===== config.mk =====
export PLATFORM = sky130hd
export DESIGN_NAME = rtp_h261_depacketizer_flat
export DESIGN_NICKNAME = d
export VERILOG_FILES = /design/src/design/rh261_pkg.sv /design/src/design/rh261_if.sv /design/src/design/rtp_h261_depacketizer.sv /design/src/flat_wrapper.sv
export SDC_FILE = /design/constraint.sdc
export NUM_CORES = 1
export LEC_CHECK = 0
export BUFFER_PORTS_ARGS = -buffer_cell sky130_fd_sc_hd__buf_4
export CAP_MARGIN = 20
export CORE_UTILIZATION = 45
export DETAILED_ROUTE_END_ITERATION = 6
export PLACE_DENSITY = 0.64
export SLEW_MARGIN = 20
export SYNTH_ARGS = -nofsm -noshare
export SYNTH_HDL_FRONTEND = slang
export SYNTH_SLANG_ARGS = --single-unit

===== constraint.sdc =====
create_clock -name i_clk -period 21.6 [get_ports i_clk]
set_clock_uncertainty 0.05 [all_clocks]
set_input_delay 4.32 -clock i_clk [delete_from_list [all_inputs] [get_ports i_clk]]
set_output_delay 4.32 -clock i_clk [all_outputs]
set_load 0.1 [all_outputs]

===== src/design/rh261_pkg.sv =====
package rh261_pkg;

    // Result kinds
    localparam logic [1:0] KIND_DATA  = 2'd0;
    localparam logic [1:0] KIND_DONE  = 2'd1;
    localparam logic [1:0] KIND_ABORT = 2'd2;

    // Payload header is four bytes; byte position saturates here
    localparam logic [2:0] HDR_BYTES = 3'd4;

    // Result queue
    localparam int QDEPTH = 4;
    localparam int QAW    = $clog2(QDEPTH);
    localparam int MAXRES = 3;

    typedef struct packed {
        logic [7:0] data;
        logic [1:0] kind;
        logic       last;
    } t_result;

endpackage


===== src/design/rh261_if.sv =====
interface rh261_in_if;
    logic        valid;
    logic        ready;
    logic [7:0]  in_byte;
    logic        packet_first;
    logic        packet_last;
    logic        marker;
    logic [31:0] rtp_timestamp;

    modport source (
        output valid, in_byte, packet_first, packet_last, marker, rtp_timestamp,
        input  ready
    );
    modport sink (
        input  valid, in_byte, packet_first, packet_last, marker, rtp_timestamp,
        output ready
    );
endinterface

interface rh261_out_if;
    logic       valid;
    logic       ready;
    logic [7:0] out_byte;
    logic [1:0] kind;
    logic       run_last;

    modport source (
        output valid, out_byte, kind, run_last,
        input  ready
    );
    modport sink (
        input  valid, out_byte, kind, run_last,
        output ready
    );
endinterface


===== src/design/rtp_h261_depacketizer.sv =====
// Results of an accepted byte are registered into the result queue, read out in order.
// Throughput: one payload byte per cycle while o_out drains and each byte yields at
// most one result. A byte that yields two or three results (marker flush) drops
// i_in.ready until the four-entry result queue drains back to one entry.
// Reset (synchronous, active low) closes any frame, clears header and bit-carry state,
// and empties the result queue.
module rtp_h261_depacketizer (
    input  logic         i_clk,
    input  logic         i_rst_n,
    rh261_in_if.sink     i_in,
    rh261_out_if.source  o_out
);
    import rh261_pkg::*;

    // Parser / accumulator state
    logic        r_frame_open,  n_frame_open;
    logic [31:0] r_frame_stamp, n_frame_stamp;
    logic [31:0] r_pkt_stamp,   n_pkt_stamp;
    logic [2:0]  r_pos,         n_pos;
    logic [2:0]  r_sbit,        n_sbit;
    logic [2:0]  r_ebit,        n_ebit;
    logic        r_hdr_start,   n_hdr_start;
    logic        r_skipped,     n_skipped;
    logic [7:0]  r_carry,       n_carry;
    logic [2:0]  r_carry_cnt,   n_carry_cnt;

    // Results of the current request
    t_result     res [MAXRES];
    logic [1:0]  n_res;

    // Result queue
    t_result     r_q [QDEPTH];
    logic [QAW-1:0] r_wr, r_rd;
    logic [QAW:0]   r_count;

    logic accept, pop;

    assign i_in.ready = (r_count <= (QAW+1)'(1));
    assign accept = i_in.valid && i_in.ready;
    assign pop    = o_out.valid && o_out.ready;

    assign o_out.valid    = (r_count != '0);
    assign o_out.out_byte = r_q[r_rd].data;
    assign o_out.kind     = r_q[r_rd].kind;
    assign o_out.run_last = r_q[r_rd].last;

    always_comb begin
        logic [7:0]  b;
        logic [2:0]  e;
        logic [3:0]  se;
        logic [3:0]  nb;
        logic [3:0]  total;
        logic [4:0]  sh;
        logic [15:0] mask;
        logic [15:0] dat;
        logic [15:0] w;

        b  = i_in.in_byte;
        e  = '0;
        se = '0;
        nb = '0;
        total = '0;
        sh = '0;
        mask = '0;
        dat = '0;
        w = '0;

        n_frame_open  = r_frame_open;
        n_frame_stamp = r_frame_stamp;
        n_pkt_stamp   = r_pkt_stamp;
        n_pos         = r_pos;
        n_sbit        = r_sbit;
        n_ebit        = r_ebit;
        n_hdr_start   = r_hdr_start;
        n_skipped     = r_skipped;
        n_carry       = r_carry;
        n_carry_cnt   = r_carry_cnt;
        n_res         = '0;
        for (int k = 0; k < MAXRES; k++) begin
            res[k] = '{data: 8'h00, kind: KIND_DATA, last: 1'b0};
        end

        if (i_in.packet_first) begin
            n_pos       = '0;
            n_skipped   = 1'b0;
            n_pkt_stamp = i_in.rtp_timestamp;
            // timestamp change ends the open frame
            if (r_frame_open && (r_frame_stamp != i_in.rtp_timestamp)) begin
                n_frame_open = 1'b0;
                n_carry      = '0;
                n_carry_cnt  = '0;
                res[n_res]   = '{data: 8'h00, kind: KIND_ABORT, last: 1'b0};
                n_res        = n_res + 2'd1;
            end
        end

        if (!n_skipped) begin
            if (n_pos < HDR_BYTES) begin
                case (n_pos)
                    3'd0: begin
                        n_sbit      = b[7:5];
                        n_ebit      = b[4:2];
                        n_hdr_start = (b[7:5] == 3'd0);
                    end
                    3'd1: begin
                        if (b != 8'h00) n_hdr_start = 1'b0;
                    end
                    3'd2: begin
                        if (b[7] || (b[6:2] != 5'd0)) n_hdr_start = 1'b0;
                    end
                    default: ;
                endcase
                n_pos = n_pos + 3'd1;
                if (i_in.packet_last) n_skipped = 1'b1;
            end else begin
                if (!n_frame_open) begin
                    if (n_hdr_start) begin
                        n_frame_open  = 1'b1;
                        n_frame_stamp = n_pkt_stamp;
                        n_carry       = '0;
                        n_carry_cnt   = '0;
                    end else begin
                        n_skipped = 1'b1;
                    end
                end
                if (n_frame_open) begin
                    e     = i_in.packet_last ? n_ebit : 3'd0;
                    se    = {1'b0, n_sbit} + {1'b0, e};
                    nb    = (se >= 4'd8) ? 4'd0 : (4'd8 - se);
                    total = {1'b0, n_carry_cnt} + nb;
                    sh    = 5'd16 - {2'b00, n_carry_cnt} - {1'b0, nb};
                    mask  = (16'd1 << nb) - 16'd1;
                    dat   = {8'h00, (b >> e)} & mask;
                    w     = {n_carry, 8'h00};
                    if (nb != 4'd0) w = w | (dat << sh);
                    if (total >= 4'd8) begin
                        res[n_res]  = '{data: w[15:8], kind: KIND_DATA, last: 1'b0};
                        n_res       = n_res + 2'd1;
                        n_carry     = w[7:0];
                        n_carry_cnt = 3'(total - 4'd8);
                    end else begin
                        n_carry     = w[15:8];
                        n_carry_cnt = total[2:0];
                    end
                    n_sbit = '0;
                    // marker: flush partial byte and close the frame
                    if (i_in.packet_last && i_in.marker) begin
                        if (n_carry_cnt != 3'd0) begin
                            res[n_res] = '{data: n_carry, kind: KIND_DATA, last: 1'b0};
                            n_res      = n_res + 2'd1;
                        end
                        res[n_res]   = '{data: 8'h00, kind: KIND_DONE, last: 1'b0};
                        n_res        = n_res + 2'd1;
                        n_frame_open = 1'b0;
                        n_carry      = '0;
                        n_carry_cnt  = '0;
                    end
                end
                if (i_in.packet_last) n_skipped = 1'b1;
            end
        end

        for (int k = 0; k < MAXRES; k++) begin
            res[k].last = (2'(k) == n_res - 2'd1);
        end
    end

    always_ff @(posedge i_clk) begin
        if (!i_rst_n) begin
            r_frame_open  <= 1'b0;
            r_frame_stamp <= '0;
            r_pkt_stamp   <= '0;
            r_pos         <= '0;
            r_sbit        <= '0;
            r_ebit        <= '0;
            r_hdr_start   <= 1'b0;
            r_skipped     <= 1'b0;
            r_carry       <= '0;
            r_carry_cnt   <= '0;
            r_wr          <= '0;
            r_rd          <= '0;
            r_count       <= '0;
        end else begin
            if (accept) begin
                r_frame_open  <= n_frame_open;
                r_frame_stamp <= n_frame_stamp;
                r_pkt_stamp   <= n_pkt_stamp;
                r_pos         <= n_pos;
                r_sbit        <= n_sbit;
                r_ebit        <= n_ebit;
                r_hdr_start   <= n_hdr_start;
                r_skipped     <= n_skipped;
                r_carry       <= n_carry;
                r_carry_cnt   <= n_carry_cnt;
                r_wr          <= r_wr + QAW'(n_res);
            end
            if (pop) r_rd <= r_rd + QAW'(1);
            r_count <= r_count + (accept ? (QAW+1)'(n_res) : '0) - (QAW+1)'(pop);
        end
    end

    // queue storage, no reset needed
    always_ff @(posedge i_clk) begin
        for (int k = 0; k < MAXRES; k++) begin
            if (accept && (2'(k) < n_res)) begin
                r_q[r_wr + QAW'(k)] <= res[k];
            end
        end
    end

endmodule


===== src/flat_wrapper.sv =====
// flat-port wrapper written by rule: the top's interface ports become plain ports
module rtp_h261_depacketizer_flat import rh261_pkg::*;
  (i_clk, i_rst_n, i_in_valid, i_in_in_byte, i_in_packet_first, i_in_packet_last, i_in_marker, i_in_rtp_timestamp, i_in_ready, o_out_valid, o_out_out_byte, o_out_kind, o_out_run_last, o_out_ready);
  rh261_in_if i_in_i ();
  rh261_out_if o_out_i ();
  input  logic i_clk;
  input  logic i_rst_n;
  input wire logic [$bits(i_in_i.valid)-1:0] i_in_valid;
  input wire logic [$bits(i_in_i.in_byte)-1:0] i_in_in_byte;
  input wire logic [$bits(i_in_i.packet_first)-1:0] i_in_packet_first;
  input wire logic [$bits(i_in_i.packet_last)-1:0] i_in_packet_last;
  input wire logic [$bits(i_in_i.marker)-1:0] i_in_marker;
  input wire logic [$bits(i_in_i.rtp_timestamp)-1:0] i_in_rtp_timestamp;
  output wire logic [$bits(i_in_i.ready)-1:0] i_in_ready;
  output wire logic [$bits(o_out_i.valid)-1:0] o_out_valid;
  output wire logic [$bits(o_out_i.out_byte)-1:0] o_out_out_byte;
  output wire logic [$bits(o_out_i.kind)-1:0] o_out_kind;
  output wire logic [$bits(o_out_i.run_last)-1:0] o_out_run_last;
  input wire logic [$bits(o_out_i.ready)-1:0] o_out_ready;
  assign i_in_i.valid = i_in_valid;
  assign i_in_i.in_byte = i_in_in_byte;
  assign i_in_i.packet_first = i_in_packet_first;
  assign i_in_i.packet_last = i_in_packet_last;
  assign i_in_i.marker = i_in_marker;
  assign i_in_i.rtp_timestamp = i_in_rtp_timestamp;
  assign i_in_ready = i_in_i.ready;
  assign o_out_valid = o_out_i.valid;
  assign o_out_out_byte = o_out_i.out_byte;
  assign o_out_kind = o_out_i.kind;
  assign o_out_run_last = o_out_i.run_last;
  assign o_out_i.ready = o_out_ready;
  rtp_h261_depacketizer u_core (.i_clk(i_clk), .i_rst_n(i_rst_n), .i_in(i_in_i), .o_out(o_out_i));
endmodule

==> metrics.md <==
| Metric | Value |
|---|---|
| Critical Path Most Common Cell | nor2_1 |
| Setup TNS | 0 ns |
| Clk network pwr share | 24.9% |
| CP Class | in -> reg |
| Initial antenna violation count | 0 |
| Ys Warns | 0 |
| Iter 0 DRT Violations | 679 |
| Critical Path Sink Type | flop |
| Gr busiest metal | met2 |
| CTS H-tree depth | 4 |
| M1 GR Usage | 32.8% |
| Number of library cell types mapped by synthesis | 76 |
| # hold bufs at CTS | 0 |
| Yosys reg bits | 140 |
| Placed Instance Area | 9100 sq um |
| Core ar. | 18,700 sq um |
| Max VDD drop | 0.0665 mV |
| Crit share post-route | 49.1% |
| CP arrival | 10.68 ns |
| # Max-Cap Violations | 0 |
| Nets@finish | 1,081 |
| Finished Layout Cells | 1,249 |
| CTS tree | yes |
| Pins Over Slew Limit | 0 |
| Routed WL per cell | 17.3 um |
| Antenna cells | 0 |
| Placed insts | 1,216 |
| Hpwl dp | 15,400 um |
| Mapped cell area | 8570 sq um |
| Grt total ovfl | 0 |
| Endpoints failing hold | 0 |
| Clk_lat worst skew | 0.43 ns |
| Req. time, crit path | 21.67 ns |
| I/O Pins | 60 |
| First-pass DRT Iterations | 5 |
| Final setup viols | 0 |
| Reg clk slew, reported paths | 0.06 ns |
| Worst-margin pin slew | 0.959 ns |
| Vias/cell | 5.82 |
| PostCTS Resize Cnt | 0 |
| Final WL | 21,600 um |
| Seq/Total Area, Yosys | 37.8% |
| CP Launch Type | primary input |
| Routability congestion estimate | 0.897 |
| Internal | 0.717 mW |
| Sw frac | 44.1% |
| Worst hold path class | reg -> reg |
| Headroom to the max-slew limit | 35.6% |
| Switching power | 0.566 mW |
| Port bufs | 59 |
| P per Cell Area | 131 nW/um^2 |
| WHS | 0.402 ns |
| Synthesized Nets | 1,057 |
| Ys async rst share | 0% |
| Layout cells sized above 1 | 13.1% |
| Row cnt | 50 |
| Vias in the first global route | 6,762 |
| Clock sinks | 140 |
| Area Growth Syn to Fin | 13.8% |
| M3 GR Usage | 4.65% |
| RSZ-0062 raised after global routing | no |
| Global Route Usage Sum | 23.0% |
| Combinational power share | 51.6% |
| Lkg Pwr | 3.66 nW |
| Slowest cell on crit path | nor2_1 |
| Post-layout min period | 10.61 ns |
| Worst-path maximum fanout | 17 |
| Met2 usage | 35.2% |
| Fin area | 9760 sq um |
| Vias | 7,273 |
| CTS root buf | clkbuf_16 |
| Reg power frac | 23.5% |
| Cells after Synth | 978 |
| Cell family with most CP delay | simple AND/OR/NAND/NOR gates |
| Syn Area/Cell | 8.77 sq um |
| Status | finished clean |
| DRC viols | 0 |
| Postcts setup bufs | 0 |
| Max Clock Freq | 94.2 MHz |
| Final Power | 1.28 mW |
| Initial Utilization | 45.8% |
| Die Height | 140 um |
| Die width | 140 um |
| CP bufs+invs | 4 |
| First-pass GRT wire length | 35,600 um |
| Number of synthesized flops with an enable pin | 44 |
| Total CTS buffers | 17 |
| Top FF cell, synth | dfxtp_1 |
| Max incr delay on CP | 0.70 ns |
| Number of fill cells in the layout | 1,753 |
| Largest net degree at the start of global routing | 65 |
| Clock Path Buffers | 2 |
| Die area | 19,600 sq um |
| Final ANT Viol Nets | 0 |
## cell families after synthesis
logic type,Yosys count,share of synthesized area (%)
AOI/OAI and AO/OA,273,21.4
xor gates and xnor gates,46,5.09
adders and majority gates,34,5.25
buffers and inverters,99,4.55
DFF,140,37.8
muxes,57,8.41
and+or+nand+nor,329,17.5
## worst paths after layout
| check | startpoint | to | slack, ns | cells after the start |
|---|---|---|---|---|
| max | i_in_rtp_timestamp[27] | u_core.r_q[0][3]$_DFFE_PP_ | 10.99 | 25 |
| min | u_core.r_pos[0]$_SDFFE_PN0P_ | u_core.r_pos[0]$_SDFFE_PN0P_ | 0.40 | 2 |
| max reg2reg | u_core.r_ebit[0]$_SDFFE_PN0P_ | u_core.r_q[0][3]$_DFFE_PP_ | 14.57 | 24 |
| min reg2reg | u_core.r_pos[0]$_SDFFE_PN0P_ | u_core.r_pos[0]$_SDFFE_PN0P_ | 0.40 | 2 |
## metrics by stage
stage          util [%]  setup WS [ns]
6_report           52.2          10.99
5_1_grt            52.2          10.47
4_1_cts            52.1          11.04
3_5_place_dp       48.7          10.61
3_3_place_gp       48.7          10.84
2_1_floorplan         -          11.51
## tightest hold or removal path, delay by kind of cell (launching register included)
family | cells | cell delay [ns]
AND/OR/NAND/NOR | 1 | 0.05
AO/OA/AOI/OAI | 1 | 0.05
flip-flops | 1 | 0.30
## cell type report
cell class / count / area, sq um / area share, %
well taps: 234 / 293 / 3.00
clock inverters: 14 / 216 / 2.22
flip-flops and latches: 140 / 3240 / 33.2
multi-input cells: 739 / 4940 / 50.7
clock buffers: 18 / 429 / 4.40
inverters: 39 / 146 / 1.50
repair buffers: 65 / 488 / 5.00
## placed cells by master, fill, tap and decap left out, types with 4 or more instances in the layout
master / count
mux4_2: 11
clkbuf_16: 17
a31oi_1: 9
nor2_1: 93
a21oi_1: 72
a21o_1: 4
nand2_1: 121
fa_1: 4
inv_1: 35
bufinv_16: 5
a32oi_1: 6
dfxtp_1: 96
nand2b_1: 12
nand3_1: 21
or3_1: 10
mux2_2: 6
o22ai_1: 36
a22oi_1: 10
nor3_1: 23
nor3b_1: 4
nand3b_1: 4
ha_1: 28
a211oi_1: 35
o211ai_1: 14
edfxtp_1: 44
o21a_1: 16
nand4_1: 13
and3_1: 7
xnor2_1: 41
o21ai_1: 4
buf_4: 65
o221ai_1: 5
mux2i_1: 39
o21ai_0: 25
or2_2: 4
and2_1: 6
## Yosys cell counts (21+ instances only)
| library cell | n | share of area (%) |
|---|---|---|
| a211oi_1 | 35 | 3.1 |
| o21ai_0 | 25 | 1.5 |
| dfxtp_1 | 96 | 22 |
| o22ai_1 | 36 | 2.6 |
| a21oi_1 | 72 | 4.2 |
| nor2_1 | 93 | 4.1 |
| edfxtp_1 | 44 | 15 |
| clkbuf_1 | 50 | 2.2 |
| nand3_1 | 21 | 1.2 |
| mux2i_1 | 39 | 4.6 |
| nand2_1 | 121 | 5.3 |
| xnor2_1 | 41 | 4.2 |
| inv_1 | 35 | 1.5 |
| ha_1 | 28 | 4.1 |
| nor3_1 | 23 | 1.3 |
## registers in the layout (all words and copies together), names as in the netlist, named ones only
| signal | count |
|---|---|
| u_core.r_pkt_stamp | 32 |
| u_core.r_skipped | 1 |
| u_core.r_carry_cnt | 3 |
| u_core.r_count | 3 |
| u_core.r_frame_open | 1 |
| u_core.r_carry | 8 |
| u_core.r_wr | 2 |
| u_core.r_rd | 2 |
| u_core.r_hdr_start | 1 |
| u_core.r_sbit | 3 |
| u_core.r_pos | 3 |
| u_core.r_q | 44 |
| u_core.r_frame_stamp | 32 |
| u_core.r_ebit | 3 |
## power by group through the flow
stage	Sequential (mW)	Combinational, mW	Clock (mW)
2_1_floorplan	0.296	0.501	0
3_3_place_gp	0.307	0.648	0
3_5_place_dp	0.307	0.649	0
4_1_cts	0.302	0.652	0.324
5_1_grt	0.304	0.729	0.336
6_report	0.301	0.662	0.320
## layer usage
layer	wire length [um]	vias up
met5	0	-
li1	-	3634
met2	9850	181
met4	316	0
met1	10500	3436
met3	958	22
No activity file was read; power rests on OpenSTA's default activity.
